--- config.mk ---
export PLATFORM = sky130hd
export DESIGN_NAME = i2c_clock_divider_search
export DESIGN_NICKNAME = d
export VERILOG_FILES = /design/src/hw/rtl/i2cds_pkg.sv /design/src/hw/rtl/i2cds_dp.sv /design/src/hw/rtl/i2cds_ctrl.sv /design/src/hw/rtl/i2c_clock_divider_search.sv
export VERILOG_INCLUDE_DIRS = /design/src /design/src/hw/rtl
export SDC_FILE = /design/constraint.sdc
export NUM_CORES = 1
export LEC_CHECK = 0
export ABC_AREA = 1
export BUFFER_PORTS_ARGS = -buffer_cell sky130_fd_sc_hd__buf_4
export CAP_MARGIN = 15
export CORE_MARGIN = 3
export CORE_UTILIZATION = 40
export DETAILED_ROUTE_END_ITERATION = 16
export PLACE_DENSITY_LB_ADDON = 0.15
export RECOVER_POWER = 50
export SETUP_SLACK_MARGIN = 0.15
export SYNTH_ARGS = -nofsm -noshare
export SYNTH_HDL_FRONTEND = slang
export SYNTH_SLANG_ARGS = --single-unit
--- constraint.sdc ---
create_clock -name clk -period 2.8 [get_ports clk]
set_clock_uncertainty 0.05 [all_clocks]
set_input_delay 0.42 -clock clk [delete_from_list [all_inputs] [get_ports clk]]
set_output_delay 0.42 -clock clk [all_outputs]
set_load 0.005 [all_outputs]
--- src/hw/rtl/i2c_clock_divider_search_macros.svh ---
// ----------------------------------------------------------------------------
// i2c_clock_divider_search_macros.svh
// Assertion macros shared by the divider search RTL.
// ----------------------------------------------------------------------------
`ifndef I2C_CLOCK_DIVIDER_SEARCH_MACROS_SVH
`define I2C_CLOCK_DIVIDER_SEARCH_MACROS_SVH

// Same-cycle implication, sampled on clk, off during reset.
`define ASSERT_SAME(label, ante, cons) \
  label: assert property (@(posedge clk) disable iff (rst) (ante) |-> (cons)) \
    else $error("assertion failed: same-cycle implication");

// Next-cycle implication, sampled on clk, off during reset.
`define ASSERT_NEXT(label, ante, cons) \
  label: assert property (@(posedge clk) disable iff (rst) (ante) |=> (cons)) \
    else $error("assertion failed: next-cycle implication");

`endif

--- src/hw/rtl/i2cds_pkg.sv ---
// ----------------------------------------------------------------------------
// i2cds_pkg
// Constants, divider tables and controller/datapath interface types.
// ----------------------------------------------------------------------------
`default_nettype none

package i2cds_pkg;

  localparam int TableSize    = 50;
  localparam int TableEntries = 50;
  localparam int Limit        = (TableEntries > TableSize) ? TableSize : TableEntries;
  localparam int MultCount    = 3;
  localparam int IdxW         = $clog2(TableSize);
  localparam int SclW         = 12;
  localparam int DivW         = SclW + 2;
  localparam int DataW        = 32;
  localparam int CntW         = $clog2(DataW);

  localparam logic [5:0] DivCodeTab [TableSize] = '{
    6'h00, 6'h01, 6'h02, 6'h03, 6'h04, 6'h05, 6'h09, 6'h06, 6'h0a, 6'h07,
    6'h0c, 6'h0d, 6'h0e, 6'h12, 6'h0f, 6'h13, 6'h14, 6'h15, 6'h19, 6'h16,
    6'h1a, 6'h17, 6'h1c, 6'h1d, 6'h1e, 6'h22, 6'h1f, 6'h23, 6'h24, 6'h25,
    6'h26, 6'h2a, 6'h27, 6'h2b, 6'h2c, 6'h2d, 6'h2e, 6'h32, 6'h2f, 6'h33,
    6'h34, 6'h35, 6'h36, 6'h3a, 6'h37, 6'h3b, 6'h3c, 6'h3d, 6'h3e, 6'h3f
  };

  localparam logic [SclW-1:0] SclDivTab [TableSize] = '{
    12'd20,   12'd22,   12'd24,   12'd26,   12'd28,
    12'd30,   12'd32,   12'd34,   12'd36,   12'd40,
    12'd44,   12'd48,   12'd56,   12'd64,   12'd68,
    12'd72,   12'd80,   12'd88,   12'd96,   12'd104,
    12'd112,  12'd128,  12'd144,  12'd160,  12'd192,
    12'd224,  12'd240,  12'd256,  12'd288,  12'd320,
    12'd384,  12'd448,  12'd480,  12'd512,  12'd576,
    12'd640,  12'd768,  12'd896,  12'd960,  12'd1024,
    12'd1152, 12'd1280, 12'd1536, 12'd1792, 12'd1920,
    12'd2048, 12'd2304, 12'd2560, 12'd3072, 12'd3840
  };

  typedef struct packed {
    logic            load;       // capture inputs, clear best candidate
    logic            div_start;  // set up divider for candidate (mult, idx)
    logic            div_step;   // one quotient bit
    logic            eval;       // compare quotient against best so far
    logic [1:0]      mult;
    logic [IdxW-1:0] idx;
  } dp_cmd_t;

  typedef struct packed {
    logic div_last;              // current step produces the last quotient bit
  } dp_stat_t;

endpackage

`default_nettype wire

--- src/hw/rtl/i2cds_dp.sv ---
// ----------------------------------------------------------------------------
// i2cds_dp
// Datapath: input registers, bit-serial restoring divider, best-candidate keep.
// ----------------------------------------------------------------------------
`default_nettype none

module i2cds_dp (
  input  wire logic                       clk,
  input  wire logic                       rst,
  input  wire i2cds_pkg::dp_cmd_t         cmd,
  output i2cds_pkg::dp_stat_t             stat,
  input  wire logic [31:0]                bus_clock_hz,
  input  wire logic [31:0]                target_hz,
  output logic [7:0]                      freq_reg_value,
  output logic [1:0]                      mult_code,
  output logic [5:0]                      divider_code,
  output logic [31:0]                     achieved_hz,
  output logic                            found
);
  import i2cds_pkg::*;

  logic [DataW-1:0] bus_q;
  logic [DataW-1:0] target_q;
  logic [DataW-1:0] work;       // dividend shifts out, quotient shifts in
  logic [DivW-1:0]  rem;
  logic [DivW-1:0]  divisor;
  logic [CntW-1:0]  cnt;
  logic [1:0]       cur_mult;
  logic [5:0]       cur_code;
  logic [DataW-1:0] best_rate;
  logic [1:0]       best_mult;
  logic [5:0]       best_code;
  logic             best_found;

  logic [DivW:0]    rem_sh;
  logic             ge;
  logic [DivW:0]    rem_sub;
  logic             take;

  always_comb begin
    rem_sh  = {rem, work[DataW-1]};
    ge      = (rem_sh >= {1'b0, divisor});
    rem_sub = rem_sh - {1'b0, divisor};
    // rate <= target and not below the best so far (later candidate wins a tie)
    take    = (work <= target_q) && (!best_found || (work >= best_rate));
  end

  assign stat.div_last = (cnt == CntW'(DataW - 1));

  always_ff @(posedge clk) begin
    if (cmd.load) begin
      bus_q    <= bus_clock_hz;
      target_q <= target_hz;
    end
    if (cmd.div_start) begin
      work     <= bus_q;
      rem      <= '0;
      divisor  <= DivW'({2'b00, SclDivTab[cmd.idx]} << cmd.mult);
      cnt      <= '0;
      cur_mult <= cmd.mult;
      cur_code <= DivCodeTab[cmd.idx];
    end else if (cmd.div_step) begin
      work <= {work[DataW-2:0], ge};
      rem  <= ge ? rem_sub[DivW-1:0] : rem_sh[DivW-1:0];
      cnt  <= cnt + CntW'(1);
    end
    if (cmd.load) begin
      best_rate <= '0;
      best_mult <= '0;
      best_code <= '0;
    end else if (cmd.eval && take) begin
      best_rate <= work;
      best_mult <= cur_mult;
      best_code <= cur_code;
    end
  end

  always_ff @(posedge clk) begin
    if (rst) begin
      best_found <= 1'b0;
    end else if (cmd.load) begin
      best_found <= 1'b0;
    end else if (cmd.eval && take) begin
      best_found <= 1'b1;
    end
  end

  assign freq_reg_value = {best_mult, best_code};
  assign mult_code      = best_mult;
  assign divider_code   = best_code;
  assign achieved_hz    = best_rate;
  assign found          = best_found;

endmodule

`default_nettype wire

--- src/hw/rtl/i2cds_ctrl.sv ---
// ----------------------------------------------------------------------------
// i2cds_ctrl
// Controller: walks multipliers and table entries, sequences the divider.
// ----------------------------------------------------------------------------
`default_nettype none

module i2cds_ctrl (
  input  wire logic                 clk,
  input  wire logic                 rst,
  input  wire logic                 in_valid,
  output logic                      in_ready,
  output logic                      out_valid,
  input  wire logic                 out_ready,
  output i2cds_pkg::dp_cmd_t        cmd,
  input  wire i2cds_pkg::dp_stat_t  stat
);
  import i2cds_pkg::*;

  typedef enum logic [2:0] {
    S_IDLE,
    S_START,
    S_DIV,
    S_EVAL,
    S_DONE
  } state_t;

  state_t          state;
  logic [1:0]      mult;
  logic [IdxW-1:0] idx;

  always_ff @(posedge clk) begin
    if (rst) begin
      state <= S_IDLE;
      mult  <= '0;
      idx   <= '0;
    end else begin
      unique case (state)
        S_IDLE: begin
          if (in_valid) begin
            mult  <= '0;
            idx   <= '0;
            state <= S_START;
          end
        end
        S_START: state <= S_DIV;
        S_DIV: begin
          if (stat.div_last) state <= S_EVAL;
        end
        S_EVAL: begin
          if (idx == IdxW'(Limit - 1)) begin
            idx <= '0;
            if (mult == 2'(MultCount - 1)) begin
              state <= S_DONE;
            end else begin
              mult  <= mult + 2'd1;
              state <= S_START;
            end
          end else begin
            idx   <= idx + IdxW'(1);
            state <= S_START;
          end
        end
        S_DONE: begin
          if (out_ready) state <= S_IDLE;
        end
        default: state <= S_IDLE;
      endcase
    end
  end

  always_comb begin
    in_ready      = (state == S_IDLE);
    out_valid     = (state == S_DONE);
    cmd.load      = (state == S_IDLE) && in_valid;
    cmd.div_start = (state == S_START);
    cmd.div_step  = (state == S_DIV);
    cmd.eval      = (state == S_EVAL);
    cmd.mult      = mult;
    cmd.idx       = idx;
  end

endmodule

`default_nettype wire

--- src/hw/rtl/i2c_clock_divider_search.sv ---
// ----------------------------------------------------------------------------
// i2c_clock_divider_search
// Finds the serial clock divider setting closest to, not above, a target rate.
// ----------------------------------------------------------------------------
// One transaction in, one out. Each of the 150 candidates (x1, x2, x4 times the
// 50-entry divisor table) goes through a set-up state, the bit-serial divider
// (one quotient bit per cycle) and a compare state. The controller returns to
// idle after the result is taken. One search at a time;
// in_ready is low while a search runs or a result waits.
`default_nettype none

`include "i2c_clock_divider_search_macros.svh"

module i2c_clock_divider_search (
  input  wire logic        clk,
  input  wire logic        rst,
  input  wire logic        in_valid,
  output logic             in_ready,
  input  wire logic [31:0] bus_clock_hz,
  input  wire logic [31:0] target_hz,
  output logic             out_valid,
  input  wire logic        out_ready,
  output logic [7:0]       freq_reg_value,
  output logic [1:0]       mult_code,
  output logic [5:0]       divider_code,
  output logic [31:0]      achieved_hz,
  output logic             found
);
  import i2cds_pkg::*;

  dp_cmd_t  cmd;
  dp_stat_t stat;

  i2cds_ctrl u_ctrl (
    .clk       (clk),
    .rst       (rst),
    .in_valid  (in_valid),
    .in_ready  (in_ready),
    .out_valid (out_valid),
    .out_ready (out_ready),
    .cmd       (cmd),
    .stat      (stat)
  );

  i2cds_dp u_dp (
    .clk            (clk),
    .rst            (rst),
    .cmd            (cmd),
    .stat           (stat),
    .bus_clock_hz   (bus_clock_hz),
    .target_hz      (target_hz),
    .freq_reg_value (freq_reg_value),
    .mult_code      (mult_code),
    .divider_code   (divider_code),
    .achieved_hz    (achieved_hz),
    .found          (found)
  );

  `ASSERT_SAME(a_idle_excl, in_ready, !out_valid)
  `ASSERT_NEXT(a_one_at_a_time, in_valid && in_ready, !in_ready && !out_valid)
  `ASSERT_SAME(a_none_zero, out_valid && !found, freq_reg_value == 8'd0 && achieved_hz == 32'd0)
  `ASSERT_SAME(a_mult_range, out_valid, mult_code != 2'd3)

endmodule

`default_nettype wire

* Yosys cells after proc, flatten, opt, wreduce, memory -nomap -nowiden *
Memories as Yosys holds them, arrays and structs flattened. A register that Yosys moved wholly into a read port is not among the register bits.
Cells that the tools add are included.

storage, ports and cells
  logic and storage cells = 68
  input bits = 68
  output and inout port bits = 51
  memories = 2
  memory bits (read-only) = 1152
  register bits after elaboration = 183

memory list
  name              words  bits a word  read ports  clocked after Yosys merged registers in  write ports  line            RTL
  (name not given)  64     12           1           0                                        0            i2cds_dp.sv:58  divisor <= DivW'({2'b00, SclDivTab[cmd.idx]} << cmd.mult);
  (name not given)  64     6            1           1                                        0            i2cds_dp.sv:61  cur_code <= DivCodeTab[cmd.idx];

cells by class
  bitwise operators = 1
  mux-type cells = 18
  add/sub/neg operators = 4
  equal/unequal tests = 12
  $lt $le $gt $ge = 4
  reduce and logical (&&, ||, !) cells = 12
  shift operators = 1

operator list
  kind                   number
  $mux W32               2
  $ge A32 B32 Y1         1
  $le A32 B32 Y1         1
  $mux W12               2
  $ge A15 B14 Y1         1
  $mux W3                5
  $pmux W3 S5            1
  $mux W14               1
  $shl A12 B2 Y14        1
  $sub A14 B14 Y14       1
  $mux W6                2
  $pmux W6 S2            1
  $ge A7 B7 Y1 const B   1
  $not A6 Y7             1
  $add A6 B1 Y6 const B  1
  $eq A3 B2 Y1 const B   2
  $eq A6 B6 Y1 const B   1
  $mux W2                3
  $ne A2 B2 Y1 const B   3
  $add A5 B1 Y5 const B  1
  $eq A5 B5 Y1 const B   1
  $ne A2 B1 Y1 const B   2
  $pmux W2 S2            1
  $reduce_and A4 Y1      1
  other kinds (12)       15

* Depth between registers and ports, before layout *
  depth in word-level cells = 5
  depth in mapped cells = 18
  gate-level depth less buffers = 17

* Modules after synthesis *
From an unflattened synthesis, not the netlist that was laid out.

second synthesis, totals
  cell total of the unflattened synthesis = 1261
  area total of the unflattened synthesis = 10586.4 um^2

by module, submodules not included
  module      sequential area each (um^2)  times used  cells an instance  area each (um^2)
  i2cds_dp    4714.5                       1           1164               9915.8
  i2cds_ctrl  220.2                        1           97                 670.6

* Worst setup path before layout *
OpenSTA, ideal clock, no wires.

  path kind = register to register
  from = register u_ctrl.state[2]
  to = register u_dp.bus_q[0], enable pin
  data required time = 2.332 ns
  setup slack = 0.058 ns
  path buffers = 1
  setup time = 0.418 ns
  arrival time = 2.274 ns
  stages on the path, launching flop included = 5
  clock period less this slack = 2.742 ns
  cell sequence = dfxtp_1 nor3_2 nand2_1 clkbuf_1 inv_1

RTL lines
  element                 line              RTL
  start, declared         i2cds_ctrl.sv:27  state_t state;
  start signal, assigned  i2cds_ctrl.sv:33  state <= S_IDLE;
  start signal, assigned  i2cds_ctrl.sv:42  state <= S_START;
  start signal, assigned  i2cds_ctrl.sv:45  S_START: state <= S_DIV;
  end signal, assigned    i2cds_dp.sv:52    bus_q <= bus_clock_hz;
  end, declared           i2cds_dp.sv:22    logic [DataW-1:0] bus_q;

==> impl_results.md <==
- Core area: about 25,000 µm²
- Port bufs: 118
- Initial core utilization: 41.1%
- DR iter-0 viols: 536
- Dpl ws: 338 ps
- Tot Pwr: about 9 mW
- Grt ovf: 0
- CP endpoint kind: register
- Via-per-instance ratio: 4.97
- Skew-Pair Late Insertion Delay: approximately 440 ps
- Setup Fix Bufs, Post-CTS: 0
- Gate Count Post-Synth: 1,247
- Layout Cell Area excl Fill: 12,200 µm²
- Mux contribution to synthesized area: 0%
- PD cells: ~760 nW/µm²
- Top FF cell, synth: edfxtp_1
- CP arrival: 2380 ps
- Fin crit period: 2370 ps
- Status: complete, no violations
- Wire length per cell: 15.2 µm
- Syn. warnings: 0
- Slew of the pin with the lowest slew margin: 896 ps
- Post-synth EDFFs: 117
- Hold crit path type: in2reg
- Most frequent cells in the layout: 256 x nand2_1, 181 x inv_1, 117 x edfxtp_1
- Final setup violation count: 0
- GPL Wtd Cong: 0.885
- CTS Buf Count: 17
- ANT cells: 0
- Final Hold Fails: 0
- #FFs+latches synth: 188
- Leakage power: 5.40 nW
- Worst-path clk slew: about 80 ps
- Non-filler cells, final: 1,704
- Placed cell count: approximately 1.7k
- CP required: ~2800 ps
- Async set or reset register ratio after synthesis: 0%
- Largest family of logic cells by synthesized area: simple AND/OR/NAND/NOR gates
- Final WS setup: 433 ps
- Die ar.: 28,000 µm²
- Element type at the critical path start: register
- Most common cell after layout, fill and taps aside: nand2_1
- Critical path's largest stage delay: 560 ps
- CTS H-tree depth: 4
- Boundary pin count: 119
- Rows: 58
- Fin. max-slew vios: 0
- Setup TNS Final: 0 ps
- Global-route wire length before repair: 41.8 mm
- Die Ht: approximately 170 µm
- Fin nets: 1,524
- Final Cycle Share: 84.5%
- Xor/xnor share of the synthesized area: 0.336%
- Post-synth cell types: 44
- Die X: 167 µm
- Max_cap viols: 0
- Clock Tree Buf Depth: 2
- Simple-gate share of the synthesized area: 19.0%
- Crit path max fanout: 45
- CTS root buf: clkbuf_16
- Max VDD drop: about 420 µV
- DP Wirelength: 18.9 mm
- Post-layout util: 48.0%
- Min Hold Slack: 120 ps
- Post-synth net total: 1,410
- Compound-Gate Fraction of Synth Area: 12.6%
- Final ANT Viol Nets: 0
- Post-synthesis adder-cell area fraction: 11.4%
- Critical-path top delay cell: clkbuf_4
- Area after DPL: ~12,000 µm²
- Max-slew headroom: 40.3%
- Clock sink count: roughly 190
- GRT Total Usage: 18.5%
- Crit path cell chain: nor3_1, nand2_1, clkinvlp_4, clkbuf_4
- TritonCTS clock tree: built
- DRC violations left: 0
- Vias in the first global route: 8,024
- Synth Area per Inst: 8.36 µm²
- Vias: ~8.5k
- Area growth syn-to-layout: 16.9%
- Antenna violations before repair: 0
- Share of layout cells above drive strength 1: 12.2%
- Mapped cell area: 10,400 µm²
- Router iterations before antenna repair: 5
- Fmax: 422 MHz
- CTS Hold Buffers Added: 0
- Largest net degree at the start of global routing: 81
- Detailed Route WL: 25.8 mm
- Worst Setup Path Type: reg2reg
- RSZ-0062 raised after global routing: false
- Sequential fraction of the synthesis area: 47.3%
## routing by layer
layer | routed length, µm | global-route usage (%) | vias up
met3 | 971 | 3.40 | 27
met4 | 517 | 5.83 | 0
met5 | 0 | 0 | -
met2 | 12300 | 30.6 | 160
li1 | - | - | 4373
met1 | 12100 | 24.8 | 3907
## critical path: cells and delay by family (launching register included)
kind	cells	cell delay, ps
DFF	1	360
buffers and inverters	2	720
and+or+nand+nor	2	830
## synth_stat cells (2+ instances only)
master	count	share of area, %
nand2_1	257	9.2
inv_1	182	6.5
edfxtp_1	117	34
nor2_1	114	4.1
a21oi_1	101	4.8
o21ai_0	98	4.7
ha_1	95	11
nand3_1	79	3.8
dfxtp_1	71	14
buf_2	24	1.2
clkbuf_1	18	0.65
nor3_1	11	0.53
buf_4	9	0.65
nand4_1	9	0.54
o211ai_1	7	0.50
a21o_1	6	0.43
a31oi_1	5	0.30
o221ai_1	4	0.34
inv_2	3	0.11
o21a_1	3	0.22
a211oi_1	2	0.14
clkinv_1	2	0.072
nor3_2	2	0.19
nor3b_1	2	0.14
o21ai_2	2	0.17
o21bai_1	2	0.14
o22ai_1	2	0.12
or2_2	2	0.12
xnor2_1	2	0.17
xor2_1	2	0.17
## layout make-up
class	count	area (µm²)
clock buffer	17	425
fill	2535	13200
tap	330	413
sequential	188	4940
clock inverter	15	136
timing repair buffer	148	1070
inverter	187	706
multi-input combinational	819	4510
## path summary, 6_finish.rpt
check	startpoint	endpoint	slack, ps	depth (start not counted)
worst min register to register	u_dp.rem[4]	u_dp.rem[4]	420	2
worst max register to register	u_ctrl.state[2]	u_dp.bus_q[7]	430	4
worst min-delay path	target_hz[8]	u_dp.target_q[8]	120	1
worst max-delay path	u_ctrl.state[2]	u_dp.bus_q[7]	430	4
## state kept, by name, indices dropped and copies added, names as in the netlist
signal and count:
u_ctrl.state 3, u_dp.work 32, u_dp.divisor 13, u_ctrl.mult 2, u_dp.rem 14, u_ctrl.idx 6
u_dp.cur_mult 2, u_dp.target_q 32, u_dp.achieved_hz 32, u_dp.cur_code 6, u_dp.divider_code 6, u_dp.found 1
u_dp.cnt 5, u_dp.mult_code 2, u_dp.bus_q 32
## what timing repair did
item | 4_1_cts | 5_1_grt
endpoints found under the setup margin | 0 | 19
endpoints found under the hold margin | 0 | 0
gates resized for setup | 0 | 3
## logic make-up (layout without fill, tap and decap cells)
kind of cell / after synthesis / after routing
AO/OA/AOI/OAI: 240 / 240
XOR/XNOR: 4 / 4
adder cells (fa/ha/maj): 95 / 95
buffers and inverters: 240 / 367
flip-flops: 188 / 188
AND/OR/NAND/NOR: 480 / 480
## power breakdown
| group | switching (mW) | total (mW) | internal [mW] |
|---|---|---|---|
| clock | 1.17 | 2.34 | 1.17 |
| combinational | 1.90 | 3.03 | 1.14 |
| sequential | 0.328 | 3.86 | 3.53 |
(Power assumes the default switching activity.)
